File: src/rtl/lljd_pkg.sv
`timescale 1ns / 1ps
`default_nettype none
// ----------------------------------------------------------------------------
// lljd_pkg
// Shared sizes, result codes and the command word of the job dispatcher.
// ----------------------------------------------------------------------------
package lljd_pkg;

  localparam int PENDING_DEPTH = 32;
  localparam int WINDOW_COUNT  = 8;

  localparam int PTR_W  = $clog2(PENDING_DEPTH);
  localparam int CNT_W  = $clog2(PENDING_DEPTH + 1);
  localparam int WCNT_W = $clog2(WINDOW_COUNT + 1);

  localparam int TICKET_W = 10;
  localparam int DUR_W    = 16;
  localparam int LOAD_W   = 32;
  localparam int WIN_W    = 3;
  localparam int KIND_W   = 2;
  localparam int CFG_W    = 4;

  localparam int IN_DATA_W  = 32;
  localparam int OUT_DATA_W = 48;

  localparam int QUEUE_DEPTH = 2;
  localparam int QPTR_W      = $clog2(QUEUE_DEPTH);
  localparam int QCNT_W      = $clog2(QUEUE_DEPTH + 1);

  localparam logic [TICKET_W-1:0] TICKET_MODULUS = TICKET_W'(1000);
  localparam logic [CFG_W-1:0]    ACTIVE_RESET   = CFG_W'(8);

  localparam logic MODE_ENQUEUE    = 1'b0;
  localparam logic MODE_DISTRIBUTE = 1'b1;

  localparam logic [KIND_W-1:0] KIND_ACCEPT  = 2'd0;
  localparam logic [KIND_W-1:0] KIND_DROPPED = 2'd1;
  localparam logic [KIND_W-1:0] KIND_ASSIGN  = 2'd2;
  localparam logic [KIND_W-1:0] KIND_TOTAL   = 2'd3;

  typedef struct packed {
    logic                mode;
    logic [TICKET_W-1:0] ticket;
    logic [DUR_W-1:0]    duration;
  } cmd_t;

endpackage
`default_nettype wire

File: src/rtl/lljd_front.sv
`timescale 1ns / 1ps
`default_nettype none
// ----------------------------------------------------------------------------
// lljd_front
// Input stage: takes a word, reduces the ticket modulo 1000 and registers the
// command for the queue.
// ----------------------------------------------------------------------------
module lljd_front
  import lljd_pkg::*;
(
  input  wire logic                clk,
  input  wire logic                rst,
  input  wire logic                in_valid,
  output logic                     in_ready,
  input  wire logic                in_mode,
  input  wire logic [TICKET_W-1:0] in_ticket,
  input  wire logic [DUR_W-1:0]    in_duration,
  output logic                     cmd_valid,
  input  wire logic                cmd_ready,
  output cmd_t                     cmd
);

  logic [TICKET_W-1:0] ticket_red;

  // Ticket is below 1024, so one subtract is enough.
  assign ticket_red = (in_ticket >= TICKET_MODULUS) ? (in_ticket - TICKET_MODULUS)
                                                    : in_ticket;

  assign in_ready = !cmd_valid || cmd_ready;

  always_ff @(posedge clk) begin
    if (rst) begin
      cmd_valid <= 1'b0;
    end else if (in_ready) begin
      cmd_valid <= in_valid;
    end
  end

  always_ff @(posedge clk) begin
    if (in_valid && in_ready) begin
      cmd.mode     <= in_mode;
      cmd.ticket   <= ticket_red;
      cmd.duration <= in_duration;
    end
  end

endmodule
`default_nettype wire

File: src/rtl/lljd_cmd_queue.sv
`timescale 1ns / 1ps
`default_nettype none
// ----------------------------------------------------------------------------
// lljd_cmd_queue
// Short command queue between the input stage and the dispatch engine.
// ----------------------------------------------------------------------------
module lljd_cmd_queue
  import lljd_pkg::*;
(
  input  wire logic clk,
  input  wire logic rst,
  input  wire logic push_valid,
  output logic      push_ready,
  input  cmd_t      push_cmd,
  output logic      pop_valid,
  input  wire logic pop_ready,
  output cmd_t      pop_cmd
);

  cmd_t              entries [QUEUE_DEPTH];
  logic [QPTR_W-1:0] wr_ptr;
  logic [QPTR_W-1:0] rd_ptr;
  logic [QCNT_W-1:0] count;
  logic              do_push;
  logic              do_pop;

  assign push_ready = (count != QCNT_W'(QUEUE_DEPTH));
  assign pop_valid  = (count != '0);
  assign pop_cmd    = entries[rd_ptr];
  assign do_push    = push_valid && push_ready;
  assign do_pop     = pop_valid && pop_ready;

  always_ff @(posedge clk) begin
    if (rst) begin
      wr_ptr <= '0;
      rd_ptr <= '0;
      count  <= '0;
    end else begin
      if (do_push) begin
        wr_ptr <= (wr_ptr == QPTR_W'(QUEUE_DEPTH - 1)) ? '0 : wr_ptr + QPTR_W'(1);
      end
      if (do_pop) begin
        rd_ptr <= (rd_ptr == QPTR_W'(QUEUE_DEPTH - 1)) ? '0 : rd_ptr + QPTR_W'(1);
      end
      if (do_push && !do_pop) begin
        count <= count + QCNT_W'(1);
      end else if (do_pop && !do_push) begin
        count <= count - QCNT_W'(1);
      end
    end
  end

  always_ff @(posedge clk) begin
    if (do_push) begin
      entries[wr_ptr] <= push_cmd;
    end
  end

endmodule
`default_nettype wire

File: src/rtl/lljd_engine.sv
`timescale 1ns / 1ps
`default_nettype none
// ----------------------------------------------------------------------------
// lljd_engine
// Dispatch engine: owns the pending job memory and the window loads, stores
// enqueued jobs and drains them to the least loaded window on a distribute.
// ----------------------------------------------------------------------------
module lljd_engine
  import lljd_pkg::*;
(
  input  wire logic                clk,
  input  wire logic                rst,
  input  wire logic                cfg_valid,
  output logic                     cfg_ready,
  input  wire logic [CFG_W-1:0]    cfg_data,
  input  wire logic                cmd_valid,
  output logic                     cmd_ready,
  input  cmd_t                     cmd,
  output logic                     out_valid,
  input  wire logic                out_ready,
  output logic [KIND_W-1:0]        out_kind,
  output logic [TICKET_W-1:0]      out_ticket,
  output logic [WIN_W-1:0]         out_window,
  output logic [LOAD_W-1:0]        out_load,
  output logic                     out_last
);

  localparam logic [2:0] ST_IDLE   = 3'd0;
  localparam logic [2:0] ST_READ   = 3'd1;
  localparam logic [2:0] ST_SCAN   = 3'd2;
  localparam logic [2:0] ST_ASSIGN = 3'd3;
  localparam logic [2:0] ST_TOTAL  = 3'd4;

  logic [2:0]                  state;
  logic [CFG_W-1:0]            active_cfg;
  logic [WCNT_W-1:0]           n_active;
  logic [WCNT_W-1:0]           n_clamped;
  logic [WCNT_W-1:0]           scan;
  logic [WIN_W-1:0]            best;
  logic [LOAD_W-1:0]           best_load;
  logic [LOAD_W-1:0]           loads [WINDOW_COUNT];
  logic [LOAD_W-1:0]           scan_load;
  logic [PTR_W-1:0]            head;
  logic [CNT_W-1:0]            count;
  logic [CNT_W:0]              tail_sum;
  logic [PTR_W-1:0]            tail;
  logic [TICKET_W+DUR_W-1:0]   mem [PENDING_DEPTH];
  logic [TICKET_W+DUR_W-1:0]   rd_data;
  logic [TICKET_W-1:0]         job_ticket;
  logic [DUR_W-1:0]            job_dur;
  logic [LOAD_W:0]             sum_wide;
  logic [LOAD_W-1:0]           sum_sat;
  logic                        out_free;
  logic                        full;
  logic                        total_last;
  logic                        emit;

  assign cfg_ready = 1'b1;
  assign out_free  = !out_valid || out_ready;
  assign cmd_ready = (state == ST_IDLE) && out_free;
  assign full      = (count == CNT_W'(PENDING_DEPTH));

  // A new output word is loaded in this cycle.
  assign emit = ((state == ST_IDLE) && cmd_valid && cmd_ready && (cmd.mode == MODE_ENQUEUE))
             || ((state inside {ST_ASSIGN, ST_TOTAL}) && out_free);

  assign tail_sum = {1'b0, count} + (CNT_W + 1)'(head);
  assign tail     = (tail_sum >= (CNT_W + 1)'(PENDING_DEPTH))
                    ? PTR_W'(tail_sum - (CNT_W + 1)'(PENDING_DEPTH))
                    : PTR_W'(tail_sum);

  assign n_clamped = (active_cfg == '0) ? WCNT_W'(1)
                   : (active_cfg > CFG_W'(WINDOW_COUNT)) ? WCNT_W'(WINDOW_COUNT)
                   : WCNT_W'(active_cfg);

  assign scan_load  = loads[scan[WIN_W-1:0]];
  assign job_ticket = rd_data[TICKET_W+DUR_W-1:DUR_W];
  assign job_dur    = rd_data[DUR_W-1:0];
  assign sum_wide   = {1'b0, best_load} + (LOAD_W + 1)'(job_dur);
  assign sum_sat    = sum_wide[LOAD_W] ? '1 : sum_wide[LOAD_W-1:0];
  assign total_last = ((scan + WCNT_W'(1)) == n_active);

  always_ff @(posedge clk) begin
    if (rst) begin
      active_cfg <= ACTIVE_RESET;
    end else if (cfg_valid && cfg_ready) begin
      active_cfg <= cfg_data;
    end
  end

  // Pending job memory; read data is only taken while fetching a job.
  always_ff @(posedge clk) begin
    if (cmd_valid && cmd_ready && cmd.mode == MODE_ENQUEUE && !full) begin
      mem[tail] <= {cmd.ticket, cmd.duration};
    end
    if (state == ST_READ) begin
      rd_data <= mem[head];
    end
  end

  always_ff @(posedge clk) begin
    if (rst) begin
      out_valid <= 1'b0;
    end else if (emit) begin
      out_valid <= 1'b1;
    end else if (out_ready) begin
      out_valid <= 1'b0;
    end
  end

  always_ff @(posedge clk) begin
    if (rst) begin
      state     <= ST_IDLE;
      head      <= '0;
      count     <= '0;
      n_active  <= '0;
      scan      <= '0;
      best      <= '0;
      best_load <= '0;
      for (int i = 0; i < WINDOW_COUNT; i++) begin
        loads[i] <= '0;
      end
    end else begin
      case (state)
        ST_IDLE: begin
          if (cmd_valid && cmd_ready) begin
            if (cmd.mode == MODE_ENQUEUE) begin
              out_kind   <= full ? KIND_DROPPED : KIND_ACCEPT;
              out_ticket <= cmd.ticket;
              out_window <= '0;
              out_load   <= '0;
              out_last   <= 1'b1;
              if (!full) begin
                count <= count + CNT_W'(1);
              end
            end else begin
              n_active <= n_clamped;
              scan     <= '0;
              state    <= (count != '0) ? ST_READ : ST_TOTAL;
            end
          end
        end
        ST_READ: begin
          head      <= (head == PTR_W'(PENDING_DEPTH - 1)) ? '0 : head + PTR_W'(1);
          count     <= count - CNT_W'(1);
          best      <= '0;
          best_load <= loads[0];
          scan      <= WCNT_W'(1);
          state     <= ST_SCAN;
        end
        ST_SCAN: begin
          // One window compared per cycle; strict less keeps the lowest index.
          if (scan < n_active) begin
            if (scan_load < best_load) begin
              best      <= scan[WIN_W-1:0];
              best_load <= scan_load;
            end
            scan <= scan + WCNT_W'(1);
          end else begin
            state <= ST_ASSIGN;
          end
        end
        ST_ASSIGN: begin
          if (out_free) begin
            loads[best] <= sum_sat;
            out_kind    <= KIND_ASSIGN;
            out_ticket  <= job_ticket;
            out_window  <= best;
            out_load    <= sum_sat;
            out_last    <= 1'b0;
            scan        <= '0;
            state       <= (count != '0) ? ST_READ : ST_TOTAL;
          end
        end
        ST_TOTAL: begin
          if (out_free) begin
            out_kind   <= KIND_TOTAL;
            out_ticket <= '0;
            out_window <= scan[WIN_W-1:0];
            out_load   <= scan_load;
            out_last   <= total_last;
            scan       <= scan + WCNT_W'(1);
            if (total_last) begin
              state <= ST_IDLE;
            end
          end
        end
        default: begin
          state <= ST_IDLE;
        end
      endcase
    end
  end

endmodule
`default_nettype wire

File: src/rtl/least_loaded_job_dispatcher.sv
`timescale 1ns / 1ps
`default_nettype none
// ----------------------------------------------------------------------------
// least_loaded_job_dispatcher
// Queues jobs and hands them to the least loaded of the active windows.
// ----------------------------------------------------------------------------
// An enqueue word (tuser 0) stores the job in a 32-entry pending memory and
// returns one accepted or dropped word. A distribute word (tuser 1) drains the
// pending jobs in order, giving one assignment word per job, then one total
// word per active window, the last marked with tlast. The input stage and a
// two-entry command queue keep taking words while the engine works. For a
// distribute the engine takes the command, and for each job does one memory
// read, walks the active windows with the single load comparator one per
// cycle, and does one update; then it sends the totals. New commands and the
// assignment and total words wait while the output is stalled. Loads are kept
// across distributes and saturate at 2^32-1. The active window count is
// written through the cfg port; the user must write it only while the block
// is idle, as the block itself does not enforce this.
module least_loaded_job_dispatcher
  import lljd_pkg::*;
(
  input  wire logic                  clk,
  input  wire logic                  rst,
  input  wire logic                  s_axis_tvalid,
  output logic                       s_axis_tready,
  input  wire logic [IN_DATA_W-1:0]  s_axis_tdata,   // ticket[9:0], duration[25:10]
  input  wire logic                  s_axis_tuser,   // mode
  output logic                       m_axis_tvalid,
  input  wire logic                  m_axis_tready,
  output logic [OUT_DATA_W-1:0]      m_axis_tdata,   // ticket_out[9:0], window[12:10],
                                                     // load[44:13]
  output logic [KIND_W-1:0]          m_axis_tuser,   // kind
  output logic                       m_axis_tlast,
  input  wire logic                  cfg_valid,
  output logic                       cfg_ready,
  input  wire logic [CFG_W-1:0]      cfg_data
);

  cmd_t                front_cmd;
  logic                front_valid;
  logic                front_ready;
  cmd_t                q_cmd;
  logic                q_valid;
  logic                q_ready;
  logic [TICKET_W-1:0] out_ticket;
  logic [WIN_W-1:0]    out_window;
  logic [LOAD_W-1:0]   out_load;

  lljd_front u_front (
    .clk         (clk),
    .rst         (rst),
    .in_valid    (s_axis_tvalid),
    .in_ready    (s_axis_tready),
    .in_mode     (s_axis_tuser),
    .in_ticket   (s_axis_tdata[TICKET_W-1:0]),
    .in_duration (s_axis_tdata[TICKET_W+DUR_W-1:TICKET_W]),
    .cmd_valid   (front_valid),
    .cmd_ready   (front_ready),
    .cmd         (front_cmd)
  );

  lljd_cmd_queue u_queue (
    .clk        (clk),
    .rst        (rst),
    .push_valid (front_valid),
    .push_ready (front_ready),
    .push_cmd   (front_cmd),
    .pop_valid  (q_valid),
    .pop_ready  (q_ready),
    .pop_cmd    (q_cmd)
  );

  lljd_engine u_engine (
    .clk        (clk),
    .rst        (rst),
    .cfg_valid  (cfg_valid),
    .cfg_ready  (cfg_ready),
    .cfg_data   (cfg_data),
    .cmd_valid  (q_valid),
    .cmd_ready  (q_ready),
    .cmd        (q_cmd),
    .out_valid  (m_axis_tvalid),
    .out_ready  (m_axis_tready),
    .out_kind   (m_axis_tuser),
    .out_ticket (out_ticket),
    .out_window (out_window),
    .out_load   (out_load),
    .out_last   (m_axis_tlast)
  );

  assign m_axis_tdata = {(OUT_DATA_W - TICKET_W - WIN_W - LOAD_W)'(0),
                         out_load, out_window, out_ticket};

endmodule
`default_nettype wire

File: config.mk
export PLATFORM = sky130hd
export DESIGN_NAME = least_loaded_job_dispatcher
export DESIGN_NICKNAME = d
export VERILOG_FILES = /design/src/rtl/lljd_pkg.sv /design/src/rtl/lljd_front.sv /design/src/rtl/lljd_cmd_queue.sv /design/src/rtl/lljd_engine.sv /design/src/rtl/least_loaded_job_dispatcher.sv
export SDC_FILE = /design/constraint.sdc
export NUM_CORES = 2
export LEC_CHECK = 0
export BUFFER_PORTS_ARGS = -buffer_cell sky130_fd_sc_hd__buf_4
export CAP_MARGIN = 10
export CORE_ASPECT_RATIO = 1.5
export CORE_MARGIN = 4
export CORE_UTILIZATION = 57
export DETAILED_ROUTE_END_ITERATION = 6
export PLACE_DENSITY = 0.8
export SLEW_MARGIN = 25
export SYNTH_ARGS = -nofsm -noshare
export SYNTH_HDL_FRONTEND = slang
export SYNTH_SLANG_ARGS = --single-unit
File: constraint.sdc
create_clock -name clk -period 3.4 [get_ports clk]
set_input_delay 0.17 -clock clk [delete_from_list [all_inputs] [get_ports clk]]
set_output_delay 0.17 -clock clk [all_outputs]
set_load 0.02 [all_outputs]
; ---- After elaboration in Yosys (flattened, before gate mapping)
; Memories as Yosys holds them, arrays and structs flattened. A register that Yosys moved wholly into a read port is not among the register bits.
; Cells that the tools add are included.
[word_totals]
out_inout_bits = 54
ff_bits = 142
wordCells = 178
input_bits = 42
ramBits = 1142
n_memories = 3
[mem_list]
columns = memory, words, word_bits, rd, rd_ports_with_merged_regs, wr, line
row1 = u_engine.mem, 32, 26, 1, 1, 1, lljd_engine.sv:47  ; logic [TICKET_W+DUR_W-1:0] mem [PENDING_DEPTH];
row2 = u_engine.loads, 8, 32, 2, 1, 8, lljd_engine.sv:41  ; logic [LOAD_W-1:0] loads [WINDOW_COUNT];
row3 = u_queue.entries, 2, 27, 1, 1, 1, lljd_cmd_queue.sv:20  ; cmd_t entries [QUEUE_DEPTH];
[classes]
n_bitwise = 2
reduce_logical = 38
n_mux = 79
magnitude_cmp = 5
eq_ne = 18
n_addsub = 12
[op_table]
columns = operator, count
row1 = two-way mux 32 bit, 8
row2 = case mux 32 bit (3 select lines), 1
row3 = case mux 32 bit (2 select lines), 1
row4 = two-way mux 10 bit, 5
row5 = two-way mux 3 bit, 16
row6 = adder 32 x 16 -> 33 bit, 1
row7 = < comparator 32 bit, 1
row8 = OR reduction 32 bit, 1
row9 = case mux 10 bit (3 select lines), 1
row10 = two-way mux 4 bit, 7
row11 = two-way mux 1 bit, 22
row12 = case mux 4 bit (5 select lines), 1
row13 = two-way mux 6 bit, 3
row14 = AND reduction 6 bit, 3
row15 = case mux 3 bit (5 select lines), 1
row16 = logical AND 1 bit, 12
row17 = two-way mux 2 bit, 6
row18 = inequality test 2 x 1 -> 1 bit (second input constant), 6
row19 = case mux 6 bit (2 select lines), 1
row20 = nonzero test 2 bit, 6
row21 = >= comparator 10 bit (second input constant), 1
row22 = two-way mux 5 bit, 2
row23 = inequality test 2 bit (second input constant), 5
row24 = subtractor 10 bit (second input constant), 1
row25 = other kinds (32), 42

; ---- Depth between registers and ports, before layout
[depth]
ltp_word = 8
ltp_mapped = 14
ltp_nobuf = 11

; ---- By module
; Synthesis repeated with hierarchy kept, for this count alone.
[unflattened]
hier_cells = 2909
area_unflattened_um2 = 53787.8
[modules_own_cells]
columns = mod, cells_each, n_inst, seq_area_each_um2, area_each_um2
row1 = lljd_engine, 2751, 1, 36194.7, 50632.3
row2 = lljd_cmd_queue, 108, 1, 1721.7, 2168.3
row3 = lljd_front, 46, 1, 830.8, 960.9
row4 = least_loaded_job_dispatcher, 4, 1, 0.0, 26.3

; ---- Least setup slack after synthesis
; Ideal clock, no wire load.
[synth_timing]
path_type = register -> register
from = register u_engine.state[0]
to = register u_engine.out_kind[0] (enable)
arrival_time_ps = 3223
setup_time_ps = 454
synth_period_minus_slack_ps = 3677
path_buffers = 2
stages_incl_launch_ff = 7
required_time_ps = 2946
path_slack_ps = -277
cell_sequence = dfxtp_1 > buf_2 > nor2_1 > and2_1 > clkbuf_1 > a21oi_1 > nor2_1
[synth_between]
elab_chain_len = 5
word_cells_on_any_way = 11
classes_between = eq/ne (6) / reduce/logical (5)
[synth_lines]
columns = element, line
row1 = start: declaration, lljd_engine.sv:34  ; logic [2:0] state;
row2 = start signal: assignment, lljd_engine.sv:139  ; state <= (count != '0) ? ST_READ : ST_TOTAL;
row3 = start signal: assignment, lljd_engine.sv:172  ; state <= (count != '0) ? ST_READ : ST_TOTAL;
row4 = logical NOT 3 bit, "lljd_engine.sv:60, lljd_engine.sv:124"
row5 = logical AND 1 bit, lljd_engine.sv:60  ; assign cmd_ready = (state == ST_IDLE) && out_free;
row6 = logical AND 1 bit, lljd_engine.sv:126  ; if (cmd_valid && cmd_ready) begin
row7 = inequality test 2 bit (no line), -
row8 = AND reduction 6 bit (no line) *, -
row9 = end signal: assignment, lljd_engine.sv:128  ; out_kind <= full ? KIND_DROPPED : KIND_ACCEPT;
row10 = end: declaration, lljd_engine.sv:21  ; output logic [KIND_W-1:0] out_kind,
; Every way passes the cells marked *; elsewhere a longest branch is shown, timed or not.
; A chain may end at the register's enable or synchronous reset.

==> results by group <==
Outcome
  – Outcome: finished with violations
  – Violated checks: negative setup slack

Worst setup path
  – Worst Reg-to-Reg Cells: 21
  – CP top delay family: buffers and inverters
  – Worst Path Max Fanout: 7
  – Max incr delay on CP: 0.50 ns
  – Setup crit start kind: flip-flop
  – CP Cell Sequence: buf_12 > buf_4 > mux4_2 > mux2i_2 > inv_2 > buf_4 > buf_4 > buf_4 > buf_4 > buf_4 > buf_4 > buf_4 > buf_4 > buf_4 > buf_4 > buf_4 > buf_4 > buf_4 > buf_4 > a22oi_1 > a21oi_1
  – Buf+Inv Stages, Crit Path: 17
  – Worst setup path category: flip-flop to flip-flop
  – Reg-to-reg endpoint: u_engine.best_load[10]$_SDFFE_PP0P_
  – Slowest CP cell: mux4_2
  – CP required: 4.00 ns
  – R2R Setup Slk: -0.20 ns
  – Arr. time, crit path: roughly 4.2 ns
  – Setup crit end kind: flip-flop
  – Most used cell, CP: buf_4

Timing
  – Slew headroom: 0.239
  – Final setup violation count: 35
  – Worst Tran Pin Value: about 1.1 ns
  – RSZ-0062 raised after global routing: yes
  – Final number of hold-violating endpoints: 0
  – Period utilization: 1.06
  – Fin. max-slew vios: 0
  – Final setup margin: -0.203 ns
  – Crit path time final: 3.60 ns
  – Clock Skew: around 0.050 ns
  – Fmax: roughly 280 MHz

Finish
  – Most frequent cells in the layout: edfxtp_1, mux4_2, nor2_1, buf_4, nand2_1
  – Finished Core Util: 0.679
  – Finished Layout Cells: between 4,000 and 5,000
  – Share of cells above drive strength 1: 0.314
  – Layout area overhead: 17.9%
  – Most common cell after layout, fill and taps aside: edfxtp_1
  – Number of fill cells: 5,690
  – Nets: 3,415
  – Post-route cell area: 63,500 um2

Floorplan
  – Io pins: 96
  – Die Area: 99,500 um2
  – Cell Rows: 137
  – DIE HEIGHT: about 380 um
  – Initial Utilization: 0.576
  – Core Region: 93,400 um2
  – Die Span X: 259 um

Power and ir drop
  – Max VDD drop: 0.000697 V
  – Pleak: around 21 nW
  – Power per Cell Area: 657 nW/um2

CTS
  – Clock transition at path regs: 0.06 ns
  – Worst skew pair latency: 0.75 ns
  – CTS tree: yes
  – H-tree Lvls: 3
  – # clock sinks: 1,314
  – Clk root buf: clkbuf_16
  – CTS buffer count: 112
  – Clock Tree Buf Depth: 3

Hold path
  – HP Start: s_axis_tdata[19]
  – Endpoint, Worst Hold: u_front.cmd[9]$_DFFE_PP_
  – Depth of the worst hold-timing path: 2
  – Worst Hold Class: primary input to flip-flop

Flow run
  – Max-Cap Viols: 0

Placed design
  – Dpl hpwl: between 80,000 and 90,000 um
  – Gp weighted congestion: 0.929
  – Post-placement cell area: ~58,000 um2
  – Dpl cells: around 4,300
  – PortBufs: 85

Global routing
  – Total congestion overflow: 0
  – First-pass GRT wire length: 215,000 um
  – Largest net degree at the start of global routing: 159
  – Vias in the first global route: roughly 32,000
  – Initial antenna violation count: 2
  – Gr usage total: 0.299

Synth
  – Ys Warns: 0
  – Async SR Flop Fraction: 0
  – Sequential element share of the synthesized area: 0.720
  – Yosys reg bits: 1,314
  – Syn Std Cell Area: ~54,000 um2
  – Top FF cell, synth: edfxtp_1
  – Post-synthesis cell count: 2,967
  – Cell type with the largest total area after synthesis: edfxtp_1
  – Syn avg cell area: 18.1 um2
  – Post-synth EDFFs: 1,243
  – Synth top area cells: edfxtp_1, mux4_2, dfxtp_1
  – Distinct cells, synth: 74
  – Synth top area share: 0.693

Routing
  – DRC errors left: 0
  – Initial DRC Count: 4,006
  – Routed WL: 148,000 um
  – Via Count: about 31,000
  – Routed Antenna Nets: 0
  – Drt first pass iters: 7
  – Vias per Instance: 6.64
  – Routed wire per std cell: 31.8 um
[layer usage]
metal,wire length (um),track usage
met2,77600,0.521
met4,8840,0.160
met3,13300,0.0500
met5,18,0
met1,48300,0.359
[power by group]
part,internal [mW],total [mW],switching (mW)
clock network,8.05,14.1,6.06
logic,3.29,8.07,4.78
registers,19.1,19.5,0.446
[stage by stage]
step | total power, mW | hold WS [ns] | worst slack, ns | setup TNS [ns]
floorplan | 24.4 | 0.269 | 0.0158 | 0
global placement | 26.9 | 0.348 | -0.494 | -13.77
detailed placement | 27.2 | 0.349 | -0.540 | -15.78
CTS | 41.6 | 0.125 | -0.148 | -3.16
global route | 43.1 | 0.155 | -0.328 | -9.12
finish | 41.7 | 0.152 | -0.203 | -4.19
[worst register-to-register path, cell delays in order, from the launching register on]
cell and delay (ns):
dfxtp_4 0.37, buf_12 0.17, buf_4 0.13, mux4_2 0.50, mux2i_2 0.21, inv_2 0.08, buf_4 0.14, buf_4 0.12
buf_4 0.12, buf_4 0.12, buf_4 0.12, buf_4 0.12, buf_4 0.12, buf_4 0.12, buf_4 0.13, buf_4 0.13
buf_4 0.12, buf_4 0.12, buf_4 0.12, buf_4 0.12, a22oi_1 0.20, a21oi_1 0.12
[cells by family (layout without fill, tap and decap cells)]
kind of cell             after synthesis  in the layout  share of synthesized area
AND/OR/NAND/NOR                      590            590                     0.0482
other                                  2              5                   0.000140
AO/OA/AOI/OAI                        304            304                     0.0369
flip-flops                          1314           1314                      0.720
adder cells (fa/ha/maj)               67             67                     0.0160
XOR/XNOR                              39             39                    0.00635
buffers and inverters                232            667                     0.0176
multiplexers                         419            419                      0.155
[registers in the layout, indices dropped and copies added (netlist names), named ones only]
signal,flops
u_engine.mem,832
u_engine.loads,256
u_queue.entries,54
u_engine.best_load,32
u_engine.out_load,32
u_front.cmd,27
u_engine.rd_data,26
u_engine.out_ticket,10
u_engine.count,6
u_engine.head,5
u_engine.active_cfg,4
u_engine.n_active,4
u_engine.scan,4
u_engine.best,3
u_engine.out_window,3
u_engine.state,3
u_engine.out_kind,2
u_queue.count,2
u_engine.out_last,1
u_engine.out_valid,1
u_front.cmd_valid,1
u_queue.rd_ptr,1
u_queue.wr_ptr,1
[worst max-delay path by stage]
stage	slack, ns	depth (start not counted)	to	from
floorplan	0.02	7	u_engine.mem[0][0]$_DFFE_PP_	flip-flop
global placement	-0.49	13	u_engine.best[0]$_SDFFE_PP0P_	flip-flop
detailed placement	-0.54	13	u_engine.best[0]$_SDFFE_PP0P_	flip-flop
CTS	-0.15	17	u_engine.best_load[27]$_SDFFE_PP0P_	flip-flop
global route	-0.33	17	u_engine.best[1]$_SDFFE_PP0P_	flip-flop
finish	-0.20	21	u_engine.best_load[10]$_SDFFE_PP0P_	flip-flop
[area by class of cell]
type                            count  area, um2  area share
Clock inverter                     87       1190      0.0188
Sequential cell                  1314      38800       0.611
Inverter                           67        254     0.00400
Multi-Input combinational cell   1423      15000       0.236
Timing Repair Buffer              388       3850      0.0607
Clock buffer                      125       2870      0.0453
Tap cell                         1251       1570      0.0247
Antenna cell                        1       2.50   0.0000394
[Yosys cell counts, drive strengths merged, types with 4 or more instances]
cell type and n:
a21oi 113, a22oi 19, clkbuf 106, nand2 116
nor2b 9, mux4 324, o21ai 48, nand3 47
xor2 15, and3 7, dfxtp 71, a221oi 19
ha 64, inv 66, a31oi 8, nand3b 7
buf 59, a211oi 13, nand4 11, mux2i 30
o21bai 4, and2 4, or3 10, xnor2 24
a2111oi 4, o211ai 18, mux2 65, nor3 14
nand2b 9, nor2 341, a21o 13, o22ai 18
edfxtp 1243
[what timing repair did]
action | CTS | global route
cloned | 6 | 1
pin swaps | 16 | 8
resized for setup | 87 | 29
setup buffers | 43 | 8
endpoints found under the hold margin | 60 | 0
hold buffers | 44 | 0
setup endpoints to repair | 35 | 116
No activity file was read; power rests on OpenSTA's default activity.
